## src/rtl/core/product_quantizer_encoder_core_defines.svh

```systemverilog
// ----------------------------------------------------------------------------
// Product quantizer encoder assertion macros
// Shared assertion forms for the encoder core, clocked on clk and held off
// while arst_n is low.
// ----------------------------------------------------------------------------
`ifndef PRODUCT_QUANTIZER_ENCODER_CORE_DEFINES_SVH
`define PRODUCT_QUANTIZER_ENCODER_CORE_DEFINES_SVH

// General check: the property must hold at every rising edge out of reset.
`define PQE_ASSERT(lbl, prop, msg) \
	lbl: assert property (@(posedge clk) disable iff (!arst_n) prop) else $error(msg);

// The condition must never be seen at a rising edge out of reset.
`define PQE_NEVER(lbl, cond, msg) \
	`PQE_ASSERT(lbl, !(cond), msg)

`endif

```

## src/rtl/core/pqe_pkg.sv

```systemverilog
// ----------------------------------------------------------------------------
// Product quantizer encoder package
// Default sizes, field widths, register indexes and shared types.
// ----------------------------------------------------------------------------
`timescale 1ns / 1ps

package pqe_pkg;

	localparam int DEF_MAX_SUBVECTORS = 8;
	localparam int DEF_MAX_CENTROIDS  = 256;
	localparam int DEF_MAX_SUB_DIM    = 16;
	localparam int DEF_ELEMENT_BITS   = 16;

	localparam int VALUE_W    = 16;
	localparam int CODE_W     = 8;
	localparam int SUBSPACE_W = 3;
	localparam int CENTROID_W = 8;
	localparam int DIM_W      = 4;

	localparam int NSV_REG_W = 4;
	localparam int SD_REG_W  = 5;
	localparam int NC_REG_W  = 9;

	localparam int PADDR_W = 4;
	localparam int PDATA_W = 32;

	localparam logic [1:0] REG_NUM_SUBVECTORS = 2'd0;
	localparam logic [1:0] REG_SUB_DIM        = 2'd1;
	localparam logic [1:0] REG_NUM_CENTROIDS  = 2'd2;

	localparam logic ACT_LOAD   = 1'b0;
	localparam logic ACT_ENCODE = 1'b1;

	// Position of one distance term within the search sweep.
	typedef struct packed {
		logic first_d;
		logic last_d;
		logic first_k;
		logic last_k;
	} pqe_tag_t;

endpackage

```

## src/rtl/core/pqe_search.sv

```systemverilog
// ----------------------------------------------------------------------------
// Nearest centroid search
// Squares the difference of each element and codebook word, sums over the
// subvector and keeps the centroid with the smallest sum.
// ----------------------------------------------------------------------------
`timescale 1ns / 1ps

module pqe_search import pqe_pkg::*; #(
	parameter int WORD_W = DEF_ELEMENT_BITS,
	parameter int KW     = 8,
	parameter int SUM_W  = 39
) (
	input  logic              clk,
	input  logic              arst_n,
	input  logic              iss,
	input  pqe_tag_t          iss_tag,
	input  logic [KW-1:0]     iss_k,
	input  logic [WORD_W-1:0] iss_x,
	input  logic [WORD_W-1:0] cw,
	output logic              done,
	output logic [KW-1:0]     code
);

	localparam int DIFF_W = WORD_W + 1;
	localparam int SQ_W   = 2 * DIFF_W;

	logic              v_s1, v_s2, done_q;
	pqe_tag_t          tag_s1, tag_s2;
	logic [KW-1:0]     k_s1, k_s2, bk_q, code_q;
	logic [WORD_W-1:0] x_s1;
	logic [SQ_W-1:0]   sq_s2;
	logic [SUM_W-1:0]  acc_q, best_q, total;

	logic signed [DIFF_W-1:0] diff;
	logic signed [SQ_W-1:0]   prod;
	logic                     better;

	always_comb begin
		diff   = $signed({x_s1[WORD_W-1], x_s1}) - $signed({cw[WORD_W-1], cw});
		prod   = diff * diff;
		total  = (tag_s2.first_d ? '0 : acc_q) + SUM_W'(sq_s2);
		better = tag_s2.first_k || (total < best_q);
	end

	always_ff @(posedge clk or negedge arst_n) begin
		if (!arst_n) begin
			v_s1   <= 1'b0;
			v_s2   <= 1'b0;
			done_q <= 1'b0;
		end else begin
			v_s1   <= iss;
			v_s2   <= v_s1;
			done_q <= v_s2 && tag_s2.last_d && tag_s2.last_k;
		end
	end

	always_ff @(posedge clk) begin
		tag_s1 <= iss_tag;
		k_s1   <= iss_k;
		x_s1   <= iss_x;
		tag_s2 <= tag_s1;
		k_s2   <= k_s1;
		sq_s2  <= $unsigned(prod);
		if (v_s2) begin
			acc_q <= total;
			if (tag_s2.last_d && better) begin
				best_q <= total;
				bk_q   <= k_s2;
			end
			code_q <= better ? k_s2 : bk_q;
		end
	end

	assign done = done_q;
	assign code = code_q;

endmodule

```

## config.mk

```make
export PLATFORM = sky130hd
export DESIGN_NAME = pqe_search
export DESIGN_NICKNAME = d
export VERILOG_FILES = /design/src/rtl/core/product_quantizer_encoder_core_defines.svh /design/src/rtl/core/pqe_pkg.sv /design/src/rtl/core/pqe_search.sv
export SDC_FILE = /design/constraint.sdc
export NUM_CORES = 1
export LEC_CHECK = 0
export BUFFER_PORTS_ARGS = -buffer_cell sky130_fd_sc_hd__buf_4
export CORE_UTILIZATION = 55
export DETAILED_ROUTE_END_ITERATION = 10
export GPL_ROUTABILITY_DRIVEN = 0
export PLACE_DENSITY = 0.72
export SYNTH_ARGS = -nofsm -noshare
export SYNTH_HDL_FRONTEND = slang
export SYNTH_SLANG_ARGS = --single-unit
```

## constraint.sdc

```tcl
create_clock -name clk -period 9.1 [get_ports clk]
set_input_delay 0 -clock clk [delete_from_list [all_inputs] [get_ports clk]]
set_output_delay 0 -clock clk [all_outputs]
set_load 0.01 [all_outputs]
```

==> results.py <==
metrics = {
    "min_path": {
        "hp-class": "in -> reg",
        "hp-start": "iss_x[6]",
    },
    "global_route": {
        "globalRouteTotalUtil": 0.2490,
        "grt_pass1_vias": 13840,
        "grt-ovfl-total": 0,
        "grt_max_degree": 50,
        "grt_pass1_wl_um": 66270,
        "antenna_found_initial": 0,
    },
    "worst_setup_path": {
        "cp_max_fo": 9,
        "slowest_delay_ns": 0.54,
        "worstSetupPathType": "reg -> reg",
        "start_kind": "flip-flop",
        "setup.worst_path.start": "x_s1[0]",
        "cpMaxStageDelayCell": "fa_1",
        "r2r-start": "x_s1[0]",
        "crit_path_frequent_cell": "fa_1",
        "arrival_ns": 8.70,
        "cp_data_required_time_ns": 9.43,
        "endpoint_kind": "flip-flop",
    },
    "synthesis": {
        "syn_inst": 1842,
        "netlist_top_cells_area": "fa_1 (30%), edfxtp_1 (15%), ha_1 (12%)",
        "synthTopCellsByCount": "inv_1 (418), fa_1 (272), ha_1 (171)",
        "synth_area_mm2": 0.01825,
        "synth_top_area_cell": "fa_1",
        "synth-seq-cells": 170,
        "async_reset_ff_frac": 0.01765,
        "ys.flop_type": "edfxtp_1",
        "yosysTopAreaCellShare": 0.2983,
        "synth-seq-area-share": 0.2388,
        "ys_warn_count": 0,
        "synth_cell_type_count": 69,
        "synth_edf_count": 94,
        "synth_nets": 2332,
        "post-synth-top-count-cell": "inv_1",
        "avgSynthCellArea_um2": 9.909,
    },
    "clock_network": {
        "clock_path_buffers": 2,
        "postCtsResizedCells": 0,
        "clock_latency_ns": 0.45,
        "numCtsBuffers": 17,
        "cts-root-buf": "clkbuf_16",
        "cts_htree_levels": 4,
        "post_cts_buffers": 0,
        "cts_tree": "yes",
        "cts.sinks": 170,
        "clkTransAtPathRegs_ns": 0.08,
        "cts_hold_buffers": 31,
    },
    "flow_run": {
        "drv_cap": 0,
    },
    "routing": {
        "postRouteAntennaNets": 0,
        "via_count": 12900,
        "drt_iter0_markers": 882,
        "vias_per_cell": 5.379,
        "drtPass1Iterations": 5,
        "drc": 0,
        "wl_per_cell_um": 16.08,
        "wl_um": 38580,
    },
    "final_layout": {
        "regArea_mm2": 0.004360,
        "num_antenna_cells": 0,
        "fillCellCount": 2654,
        "area_growth_pct": 10.65,
        "post_route_cells_drive_above_1_share": 0.07358,
        "instances_no_fill": 2399,
        "multi_input_area_mm2": 0.01218,
        "nets": 2434,
        "design_area_mm2": 0.02020,
    },
    "sta": {
        "relSlewSlack": 0.3747,
        "rsz0062_at_grt": "no",
        "hold_violations": 0,
        "fin_tns_setup_ns": 0,
        "fin_skew_ns": 0.01510,
        "setup_violations": 0,
        "slew_violations": 0,
        "tightest_slew_ns": 0.9352,
        "finalCriticalPeriod_ns": 8.365,
        "maxClockFrequency_mhz": 119.5,
        "fin_crit_sh": 0.9192,
    },
    "die": {
        "die_x_um": 184.2,
        "dieArea_mm2": 0.03392,
        "die_h_um": 184.2,
        "num_rows": 66,
        "core-area_mm2": 0.03262,
        "top_level_ports": 56,
        "initial_core_util": 0.5596,
    },
    "placed_design": {
        "portBuffers": 55,
        "dp_hpwl_um": 30430,
        "dpl_cell_area_mm2": 0.01933,
        "place_inst": 2336,
    },
    "outcome": {
        "outcome": "complete, no violations",
    },
}
cell type report:
cell class                      instances  share of cell area
Multi-Input combinational cell       1214              0.6032
Sequential cell                       170              0.2159
Inverter                              425             0.07899
Timing Repair Buffer                  116             0.04696
Tap cell                              442             0.02738
Clock buffer                           18             0.02125
Clock inverter                         14            0.006257
flip-flops by register name (all words and copies together), names as in the netlist:
register / cells
acc_q: 39
best_q: 39
sq_s2: 33
x_s1: 16
bk_q: 8
code: 8
k_s1: 8
k_s2: 8
tag_s1: 4
tag_s2: 4
done: 1
v_s1: 1
v_s2: 1
routing by layer:
layer,global-route usage,vias to the layer above,part of all wire
li1,-,6101,-
met1,0.3183,6385,0.43
met2,0.4353,351,0.49
met3,0.04051,67,0.049
met4,0.07167,0,0.024
met5,0,-,0
worst max-delay path: cells and delay by family (launching register included):
kind,cells,cell delay (ns)
fa+ha+maj,9,4.08
compound gates,8,1.65
simple gates,8,1.65
buf+inv,5,0.56
flops,1,0.31
cells in the final DEF (no fill, tap or decap), drive strengths merged, types with 23 or more instances in the layout:
cell	count
inv	433
xnor2	57
nor3	24
edfxtp	94
nand2	101
nand2b	23
nor2	159
a21oi	60
ha	171
o21ai	38
nor2b	46
a21o	33
dlygate4sd3	31
dfxtp	73
fa	272
buf	85
path summary, 6_finish.rpt:
kind | end | slack, ns | depth (start not counted)
worst max-delay path | sq_s2[29] | 0.74 | 30
worst min-delay path | x_s1[6] | 0.19 | 2
worst max register to register | sq_s2[29] | 0.74 | 30
worst min register to register | tag_s2[0] | 0.33 | 0
max in group asynchronous | v_s2 | 8.51 | 3
min in group asynchronous | v_s1 | 0.43 | 3
metrics by stage:
| stage | hold WS [ns] | utilization | setup slack (ns) |
|---|---|---|---|
| 2_1_floorplan | -0.2956 | - | 1.317 |
| 3_3_place_gp | -0.2110 | 0.5926 | 0.9318 |
| 3_5_place_dp | -0.2101 | 0.5926 | 0.6720 |
| 4_1_cts | 0.1670 | 0.6191 | 0.6386 |
| 5_1_grt | 0.1775 | 0.6191 | 0.05394 |
| 6_report | 0.1918 | 0.6191 | 0.7352 |
kinds of logic after synthesis:
| kind of cell | synth area share |
|---|---|
| XOR/XNOR | 0.03777 |
| flip-flops | 0.2388 |
| adder cells (fa/ha/maj) | 0.4155 |
| multiplexers | 0.002331 |
| AO/OA/AOI/OAI | 0.09487 |
| AND/OR/NAND/NOR | 0.1162 |
| buffers and inverters | 0.09446 |
Power is left out: the tool's default activity adds up to more than one toggle a clock period on the data nets, which glitch-free logic cannot reach.
