`src/rtl/core/product_quantizer_encoder_core_defines.svh`:
```
// ----------------------------------------------------------------------------
// Product quantizer encoder assertion macros
// Shared assertion forms for the encoder core, clocked on clk and held off
// while arst_n is low.
// ----------------------------------------------------------------------------
`ifndef PRODUCT_QUANTIZER_ENCODER_CORE_DEFINES_SVH
`define PRODUCT_QUANTIZER_ENCODER_CORE_DEFINES_SVH

// General check: the property must hold at every rising edge out of reset.
`define PQE_ASSERT(lbl, prop, msg) \
	lbl: assert property (@(posedge clk) disable iff (!arst_n) prop) else $error(msg);

// The condition must never be seen at a rising edge out of reset.
`define PQE_NEVER(lbl, cond, msg) \
	`PQE_ASSERT(lbl, !(cond), msg)

`endif

```
`src/rtl/core/pqe_pkg.sv`:
```
// ----------------------------------------------------------------------------
// Product quantizer encoder package
// Default sizes, field widths, register indexes and shared types.
// ----------------------------------------------------------------------------
`timescale 1ns / 1ps

package pqe_pkg;

	localparam int DEF_MAX_SUBVECTORS = 8;
	localparam int DEF_MAX_CENTROIDS  = 256;
	localparam int DEF_MAX_SUB_DIM    = 16;
	localparam int DEF_ELEMENT_BITS   = 16;

	localparam int VALUE_W    = 16;
	localparam int CODE_W     = 8;
	localparam int SUBSPACE_W = 3;
	localparam int CENTROID_W = 8;
	localparam int DIM_W      = 4;

	localparam int NSV_REG_W = 4;
	localparam int SD_REG_W  = 5;
	localparam int NC_REG_W  = 9;

	localparam int PADDR_W = 4;
	localparam int PDATA_W = 32;

	localparam logic [1:0] REG_NUM_SUBVECTORS = 2'd0;
	localparam logic [1:0] REG_SUB_DIM        = 2'd1;
	localparam logic [1:0] REG_NUM_CENTROIDS  = 2'd2;

	localparam logic ACT_LOAD   = 1'b0;
	localparam logic ACT_ENCODE = 1'b1;

	// Position of one distance term within the search sweep.
	typedef struct packed {
		logic first_d;
		logic last_d;
		logic first_k;
		logic last_k;
	} pqe_tag_t;

endpackage

```
`src/rtl/core/pqe_cell.sv`:
```
// ----------------------------------------------------------------------------
// Subvector cell
// Holds one element of the current subvector. An encode item writes the cell
// at its element position; during the sweep the cells form a ring that turns
// toward cell 0, with the tail cell taking the element leaving cell 0.
// ----------------------------------------------------------------------------
`timescale 1ns / 1ps

module pqe_cell import pqe_pkg::*; #(
	parameter int WORD_W = DEF_ELEMENT_BITS
) (
	input  logic              clk,
	input  logic              shift,
	input  logic              load,
	input  logic              tail,
	input  logic [WORD_W-1:0] nxt,
	input  logic [WORD_W-1:0] head,
	input  logic [WORD_W-1:0] din,
	output logic [WORD_W-1:0] val
);

	logic [WORD_W-1:0] val_q;

	always_ff @(posedge clk) begin
		if (load) begin
			val_q <= din;
		end else if (shift) begin
			if (tail) begin
				val_q <= head;
			end else begin
				val_q <= nxt;
			end
		end
	end

	assign val = val_q;

endmodule

```
`config.mk`:
```
export PLATFORM = sky130hd
export DESIGN_NAME = pqe_cell
export DESIGN_NICKNAME = d
export VERILOG_FILES = /design/src/rtl/core/product_quantizer_encoder_core_defines.svh /design/src/rtl/core/pqe_pkg.sv /design/src/rtl/core/pqe_cell.sv
export SDC_FILE = /design/constraint.sdc
export NUM_CORES = 1
export LEC_CHECK = 0
export ABC_AREA = 1
export BUFFER_PORTS_ARGS = -buffer_cell sky130_fd_sc_hd__buf_4
export CORE_MARGIN = 10
export CORE_UTILIZATION = 38
export CTS_BUF_LIST = sky130_fd_sc_hd__clkbuf_2
export CTS_CLUSTER_DIAMETER = 120
export DETAILED_ROUTE_END_ITERATION = 8
export PLACE_DENSITY = 0.77
export SYNTH_ARGS = -nofsm -noshare
export SYNTH_HDL_FRONTEND = slang
export SYNTH_SLANG_ARGS = --single-unit
```
`constraint.sdc`:
```
create_clock -name clk -period 1 [get_ports clk]
set_input_delay 0.2 -clock clk [delete_from_list [all_inputs] [get_ports clk]]
set_output_delay 0.2 -clock clk [all_outputs]
set_load 0.005 [all_outputs]
```
==> results_dict.tcl, run 1 <==
set metrics [dict create \
    tightest_slew_ns 0.2205 \
    fillCellCount 237 \
    critical-path-top-delay-family "flip-flops" \
    required_ns 0.80 \
    grtUsageTotal_pct 11.85 \
    wl_mm 3.148 \
    synth_fp_nets 189 \
    nNetsFinal 256 \
    fmax_mhz 965.1 \
    status "finished with violations" \
    ios 68 \
    largest_reg_flops 16 \
    numCtsBuffers 3 \
    syn_area_per_cell_um2 7.251 \
    yosys_warnings 0 \
    via_count 1081 \
    setup_viol 11 \
    path_class "register to primary output" \
    grt_pass1_vias 1202 \
    dr.pass1.iters 4 \
    synth_area_um2 993.5 \
    cp.arrival_ns 0.84 \
    place_area_mm2 0.001490 \
    cts_setup_buffers 0 \
    slowest_delay_ns 0.41 \
    place_inst 229 \
    hp-class "primary input to register" \
    ys_types 9 \
    slew_violations 0 \
    via_per_inst 4.659 \
    htreeDepth 1 \
    drt_iter0_drc 55 \
    ir_drop_uv 687.7 \
    chipHeight_um 71.13 \
    syn2layout_area_growth_pct 53.02 \
    drive_gt1_share_pct 36.63 \
    core_area_mm2 0.002477 \
    maxSlewHeadroom_pct 85.30 \
    fp-row-count 18 \
    fp.dieW_um 71.13 \
    start_util_pct 40.10 \
    rsz0062_at_grt "true" \
    gp_congestion 0.8130 \
    wl_per_cell_um 13.57 \
    clock_path_buffers 2 \
    grt_overflow 0 \
    drc_errors 0 \
    worst_setup_path_start_kind "register" \
    violations "negative setup slack" \
    stdcell_count 232 \
    crit_slowest_cell "edfxtp_1" \
    cts_root_buf "clkbuf_2" \
    diodes 0 \
    design_area_mm2 0.001520 \
    power_density_mw_per_mm2 1051 \
    synth-seq-area-share_pct 48.36 \
    crit_chain "buf_4" \
    io_buffers 67 \
    cts_tree "built" \
    grt_pass1_wl_mm 4.995 \
    netlist_instances 137 \
    min_period_ns 1.036 \
    dp_slack_ns -0.02256 \
    clkTransAtPathRegs_ns 0.14 \
    critPathCaptureType "primary output" \
    path_max_fanout 1 \
    ant_nets 0 \
    fin_crit_sh_pct 103.6 \
    cap_violations 0 \
    hold_viol_final 0 \
    clock_sinks 16 \
    p_total_mw 1.598 \
    dp_hpwl_mm 2.750 \
    fin_ws_ns -0.03614 \
    p_leak_nw 0.8977 \
    antenna_found_initial 0 \
    cp_num_buf_inv 1 \
    ys_ff_latch 16 \
    die_area_mm2 0.005059 \
    grt_max_degree 18 \
]
-- metrics by stage --
stage | hold WS, ns | util, % | TNS (ns)
2_1_floorplan | 0.3817 | - | 0
3_3_place_gp | 0.4803 | 60.15 | 0
3_5_place_dp | 0.4761 | 60.15 | -0.03311
4_1_cts | 0.1792 | 60.76 | -0.2621
5_1_grt | 0.1757 | 61.36 | -0.9245
6_report | 0.1875 | 61.36 | -0.1419
-- final timing paths --
kind | startpoint | slack (ns) | cells after the start | to
setup / recovery | val[4] | -0.04 | 1 | val[4]
hold / removal | din[12] | 0.19 | 3 | val[12]
-- where the power goes --
part           internal, mW  switching, mW
sequential            0.830         0.0257
clock                0.0818          0.183
combinational         0.283          0.194
total                  1.19          0.403
-- area by class of cell --
cell class	count	area (µm²)	share of cell area (%)
flip-flops and latches	16	480.5	31.60
well taps	30	37.54	2.469
inverters	34	132.6	8.724
clock buffers	3	15.01	0.9877
repair buffers	68	525.5	34.57
multi-input cells	81	329.1	21.65
-- cells in the mapped netlist --
| cell | instances | area [µm²] |
|---|---|---|
| inv_4 | 2 | 12.51 |
| buf_2 | 1 | 5.000 |
| buf_4 | 2 | 15.01 |
| buf_6 | 3 | 33.78 |
| inv_1 | 32 | 120.1 |
| nand2_1 | 64 | 240.2 |
| or2_2 | 1 | 6.260 |
| nand3_1 | 16 | 80.08 |
| edfxtp_1 | 16 | 480.5 |
-- per-layer routing --
metal | global-route usage, % | vias up | wire length [µm]
met5 | 0 | - | 0
met4 | 4.301 | 0 | 22
met3 | 2.232 | 2 | 170
met2 | 24.53 | 36 | 1928
met1 | 10.86 | 507 | 1028
li1 | - | 536 | -
-- layout by cell type (no fill, tap or decap) --
master and instances:
nand2_1 64, buf_4 64, inv_1 32, nand3_1 16, edfxtp_1 16, buf_6 4
clkbuf_2 3, inv_4 2, or2_4 1
-- cells by family after synthesis --
kind of cell	synth area share, %
flops	48.36
simple gates	32.87
buf+inv	18.76
-- repair_timing --
item	in CTS	in global routing
gates resized for setup	0	4
setup endpoints to repair	12	16
hold buffers	0	0
Power figures use the tool's default switching activity.
==> run 2, diff against run 1 <==
Settings changed: ABC_AREA 1 to default, CORE_UTILIZATION 38 to 36, PLACE_DENSITY 0.77 to 0.78, SKIP_LAST_GASP from default to 1.
==> run 2 against run 1 <==
Compared with the run above: core utilization is 0.91 points higher; sequential power about the same; largest power group unchanged; sequential share of layout area up 3.3 points; critical path depth unchanged; hold slack better by 0.0044 ns; count of clock-buffer cells in the layout unchanged; die area shrank 8.4%; the run still ends with negative setup slack left; power fell by 2.0%; global-route usage decreased by 0.79 points; synthesized cell count down 49%; via count fell by 28%.
==> results_dict.tcl, run 2 <==
set metrics [dict create \
    violations "negative setup slack" \
    clock_path_buffers 2 \
    power.switching_mw 0.3645 \
    grt_max_degree 33 \
    htreeDepth 1 \
    finish.utilization_pct 62.27 \
    hp-class "primary input to register" \
    ys_types 10 \
    syn2layout_area_growth_pct 65.56 \
    clkTransAtPathRegs_ns 0.15 \
    clock_sinks 16 \
    cp.arrival_ns 0.82 \
    numCtsBuffers 3 \
    fillCellCount 187 \
    via_count 779 \
    switching_share_pct 23.28 \
    nNetsFinal 190 \
    crit_chain "buf_4" \
    die_area_mm2 0.004634 \
    cp_num_buf_inv 1 \
    io_buffers 67 \
    fp-row-count 17 \
    largest_reg_flops 16 \
    synth-seq-area-share_pct 57.74 \
    grt_overflow 0 \
    power_density_mw_per_mm2 1137 \
    start_util_pct 37.61 \
    status "finished with violations" \
    cts_setup_buffers 0 \
    yosys_warnings 0 \
    synth_area_leaders "edfxtp_1 (58%), mux2i_1 (19%), nand2_1 (7.2%), o21ai_1 (6.0%), o21ai_0 (3.6%)" \
    drive_gt1_share_pct 52.55 \
    drc_errors 0 \
    gp_congestion 0.7258 \
    final_common_cell "buf_4" \
    maxSlewHeadroom_pct 76.52 \
    synth_area_um2 832.0 \
    power_frac_clock_pct 17.6 \
    wl_per_cell_um 15.65 \
    synth-edff-count 16 \
    grt_pass1_vias 887 \
    drt_iter0_drc 13 \
    fin_setup_tns_ns -0.1183 \
    path_class "register to primary output" \
    crit_slowest_cell "edfxtp_1" \
    synth_fp_nets 122 \
    tightest_slew_ns 0.3522 \
    yosysTopAreaCellShare_pct 57.74 \
    power.internal_mw 1.201 \
    slowest_delay_ns 0.40 \
    p_leak_nw 0.6682 \
    power_frac_comb_pct 27.8 \
    hold_buffers 0 \
    cts_tree "built" \
    netlist_instances 70 \
    via_per_inst 4.721 \
    place_inst 161 \
    fmax_mhz 978.6 \
    hold_viol_final 0 \
    synthTopCellsByCount "edfxtp_1 (16), mux2i_1 (16), nand2_1 (16)" \
    chipHeight_um 68.08 \
    antenna_found_initial 0 \
    core_area_mm2 0.002212 \
    dr.pass1.iters 4 \
    rsz0062_at_grt "true" \
    critPathCaptureType "primary output" \
    critical-path-top-delay-family "flip-flops" \
    syn_area_per_cell_um2 11.89 \
    ant_nets 0 \
    path_max_fanout 1 \
    dp_hpwl_mm 2.140 \
    slew_violations 0 \
    seq_power_share_pct 54.6 \
    required_ns 0.80 \
    ys_ff_latch 16 \
    dp_slack_ns -0.08968 \
    min_period_ns 1.022 \
    worst_setup_path_start_kind "register" \
    grt_pass1_wl_mm 3.933 \
    async_flop_share_pct 0 \
    setup_viol 10 \
    fin_crit_sh_pct 102.2 \
    wl_mm 2.583 \
    fp.dieW_um 68.08 \
    stdcell_count 165 \
    cts_root_buf "clkbuf_2" \
    cap_violations 0 \
    fin_ws_ns -0.02192 \
    final_cell_mix "buf_4 (61), mux2i_1 (16), nand2_1 (16), edfxtp_1 (16), o21ai_1 (10)" \
    ir_drop_uv 718.4 \
    grtUsageTotal_pct 11.06 \
    ios 68 \
    synth_area_leader_cell "edfxtp_1" \
    ys.flop_type "edfxtp_1" \
    diodes 0 \
]
[run 2: cell types whose count changed after synthesis, sizes merged]
cell    change
nand2      -48
clkbuf      +1
buf         -2
inv        -34
o21ai      +16
nand3      -16
mux2i      +16
[run 2: layer usage]
layer	wire length [µm]	track usage (%)	vias to the layer above
met5	0	0	-
met4	53	7.286	0
met3	128	1.794	4
met2	1546	21.74	29
met1	856	10.07	358
li1	-	-	388
[run 2: metrics by stage]
stage                     hold slack (ns)  power [mW]  area, µm²
after floorplan                    0.3912      0.9999      832.0
after global placement             0.4906       1.275       1333
after detailed placement           0.4902       1.291       1333
after CTS                          0.1848       1.565       1359
after global routing               0.1738       1.657       1378
final                              0.1919       1.566       1378
[run 2: cells by family after synthesis]
family / after synthesis / synth area share, %
AND/OR/NAND/NOR: 17 / 7.971
AO/OA/AOI/OAI: 16 / 9.624
multiplexers: 16 / 19.25
flip-flops: 16 / 57.74
buffers and inverters: 5 / 5.413
[run 2: power groups by stage]
stage / combinational [mW] / sequential [mW] / clock (mW)
finish: 0.436 / 0.855 / 0.275
detailed placement: 0.426 / 0.865 / 0
floorplan: 0.124 / 0.876 / 0
global route: 0.477 / 0.863 / 0.317
CTS: 0.432 / 0.851 / 0.282
global placement: 0.413 / 0.862 / 0
[run 2: cell type report]
type	instances	area [µm²]	area share [%]
Timing Repair Buffer	68	536.8	38.96
Sequential cell	16	480.5	34.88
Multi-Input combinational cell	49	306.5	22.25
Tap cell	28	35.03	2.543
Clock buffer	3	15.01	1.090
Clock inverter	1	3.754	0.2725
[run 2: worst paths after layout]
check,from,to,cells past startpoint
setup / recovery,val[14],val[14],1
hold / removal,din[15],val[15],3
[run 2: tightest hold or removal path, cell delays in order]
cell     delay [ns]
buf_4          0.08
nand2_1        0.04
o21ai_0        0.06
[run 2: what timing repair did]
action                                  CTS  global route
gates resized for setup                   2             5
endpoints found under the hold margin     0             0
endpoints found under the setup margin   16            16
==> run 3, diff against run 2 <==
Settings changed: SETUP_SLACK_MARGIN from default to 0.15.
==> run 3 against run 2 <==
Compared with the run above: the flow still finishes with violations (negative setup slack); die area did not move; combinational power decreased by 1%; fmax shrank 1.5%; design area is 0.18% higher; power increased by 0.19%; global-route usage down 0.15 points; critical path type unchanged; largest power group unchanged; clock power up 4%; routed wire length decreased by 4.4%; via count is 2.6% lower; sequential cell count is the same; cell count grew 0.61%; critical endpoint unchanged.
==> results_dict.tcl, run 3 (same netlist as run 2, synthesis figures left out) <==
set metrics [dict create \
    nNetsFinal 191 \
    design_area_mm2 0.001380 \
    dp_hpwl_mm 2.191 \
    hold_buffers 0 \
    clkTransAtPathRegs_ns 0.16 \
    seq_power_share_pct 54.3 \
    min_period_ns 1.038 \
    wl_mm 2.470 \
    fin_ws_ns -0.03782 \
    place_area_mm2 0.001343 \
    io_buffers 67 \
    grt_pass1_vias 816 \
    power_frac_clock_pct 18.3 \
    start_util_pct 37.61 \
    power_density_mw_per_mm2 1137 \
    numCtsBuffers 3 \
    cap_violations 0 \
    slew_violations 0 \
    critPathCaptureType "primary output" \
    hp-class "primary input to register" \
    grt_overflow 0 \
    crit_chain "buf_4" \
    wl_per_cell_um 14.88 \
    via_per_inst 4.572 \
    ir_drop_uv 636.5 \
    diodes 0 \
    power.internal_mw 1.199 \
    htreeDepth 1 \
    cp.arrival_ns 0.84 \
    cts_setup_buffers 0 \
    p_leak_nw 0.6715 \
    setup_viol 14 \
    drc_errors 0 \
    drive_gt1_share_pct 52.90 \
    tightest_slew_ns 0.2636 \
    path_max_fanout 1 \
    via_count 759 \
    final_common_cell "buf_4" \
    fp.dieW_um 68.08 \
    critical-path-top-delay-family "flip-flops" \
    fin_crit_sh_pct 103.8 \
    largest_reg_flops 16 \
    path_class "register to primary output" \
    gp_congestion 0.7860 \
    grt_max_degree 17 \
    fmax_mhz 963.6 \
    final_cell_mix "buf_4 (64), mux2i_1 (16), nand2_1 (16), edfxtp_1 (16), o21ai_1 (10)" \
    power_frac_comb_pct 27.4 \
    worst_setup_path_start_kind "register" \
    grtUsageTotal_pct 10.91 \
    status "finished with violations" \
    required_ns 0.80 \
    cp_num_buf_inv 1 \
    hold_viol_final 0 \
    core_area_mm2 0.002212 \
    crit_slowest_cell "edfxtp_1" \
    clock_sinks 16 \
    dr.pass1.iters 2 \
    fp-row-count 17 \
    antenna_found_initial 0 \
    switching_share_pct 23.57 \
    chipHeight_um 68.08 \
    rsz0062_at_grt "true" \
    slowest_delay_ns 0.41 \
    maxSlewHeadroom_pct 82.42 \
    syn2layout_area_growth_pct 65.86 \
    cts_tree "built" \
    power.switching_mw 0.3697 \
    die_area_mm2 0.004634 \
    ios 68 \
    cts_root_buf "clkbuf_2" \
    finish.utilization_pct 62.39 \
    grt_pass1_wl_mm 3.691 \
    clock_path_buffers 2 \
    violations "negative setup slack" \
    ant_nets 0 \
    drt_iter0_drc 7 \
]
[run 3: cell count changes in the layout (fill, tap and decap cells not counted)]
cell,previous run,this run
buf_4,61,64
buf_6,7,5
or2_2,1,0
or2_4,0,1
[run 3: layout make-up]
class                      count  area, µm²
clock buffer                   3      15.01
clock inverter                 1      3.754
fill                         190      832.0
multi-input combinational     49      309.0
sequential                    16      480.5
tap                           28      35.03
timing repair buffer          69      536.8
[run 3: routing by layer]
metal / vias up / routed length, µm / global-route usage (%)
met3: 2 / 178 / 3.426
li1: 392 / - / -
met5: - / 0 / 0
met2: 27 / 1581 / 23.49
met4: 0 / 41 / 6.030
met1: 338 / 668 / 7.736
[run 3: worst paths after layout]
kind	from	to	cells past startpoint
setup / recovery	val[14]	val[14]	1
hold / removal	din[0]	val[0]	3
[run 3: power groups by stage]
stage	Clock (mW)	Sequential, mW	Combinational [mW]
6_report	0.287	0.852	0.430
5_1_grt	0.342	0.860	0.468
4_1_cts	0.291	0.852	0.434
3_5_place_dp	0	0.865	0.425
3_3_place_gp	0	0.863	0.416
2_1_floorplan	0	0.875	0.130
[run 3: what timing repair did]
action,in CTS,in global routing
gates resized for setup,3,2
endpoints found under the setup margin,16,16
pin swaps,0,0
hold endpoints to repair,0,0
[run 3: per-stage QoR]
step	TNS (ns)	hold WS, ns	std cells	worst slack [ns]	power, mW
floorplan	0	0.3912	70	0.07731	1.005
global placement	-0.2134	0.4816	162	-0.04598	1.279
detailed placement	-0.4077	0.4847	162	-0.08909	1.290
CTS	-0.4516	0.1741	166	-0.05940	1.577
global route	-1.460	0.1473	166	-0.1113	1.670
finish	-0.2087	0.1784	166	-0.03782	1.569
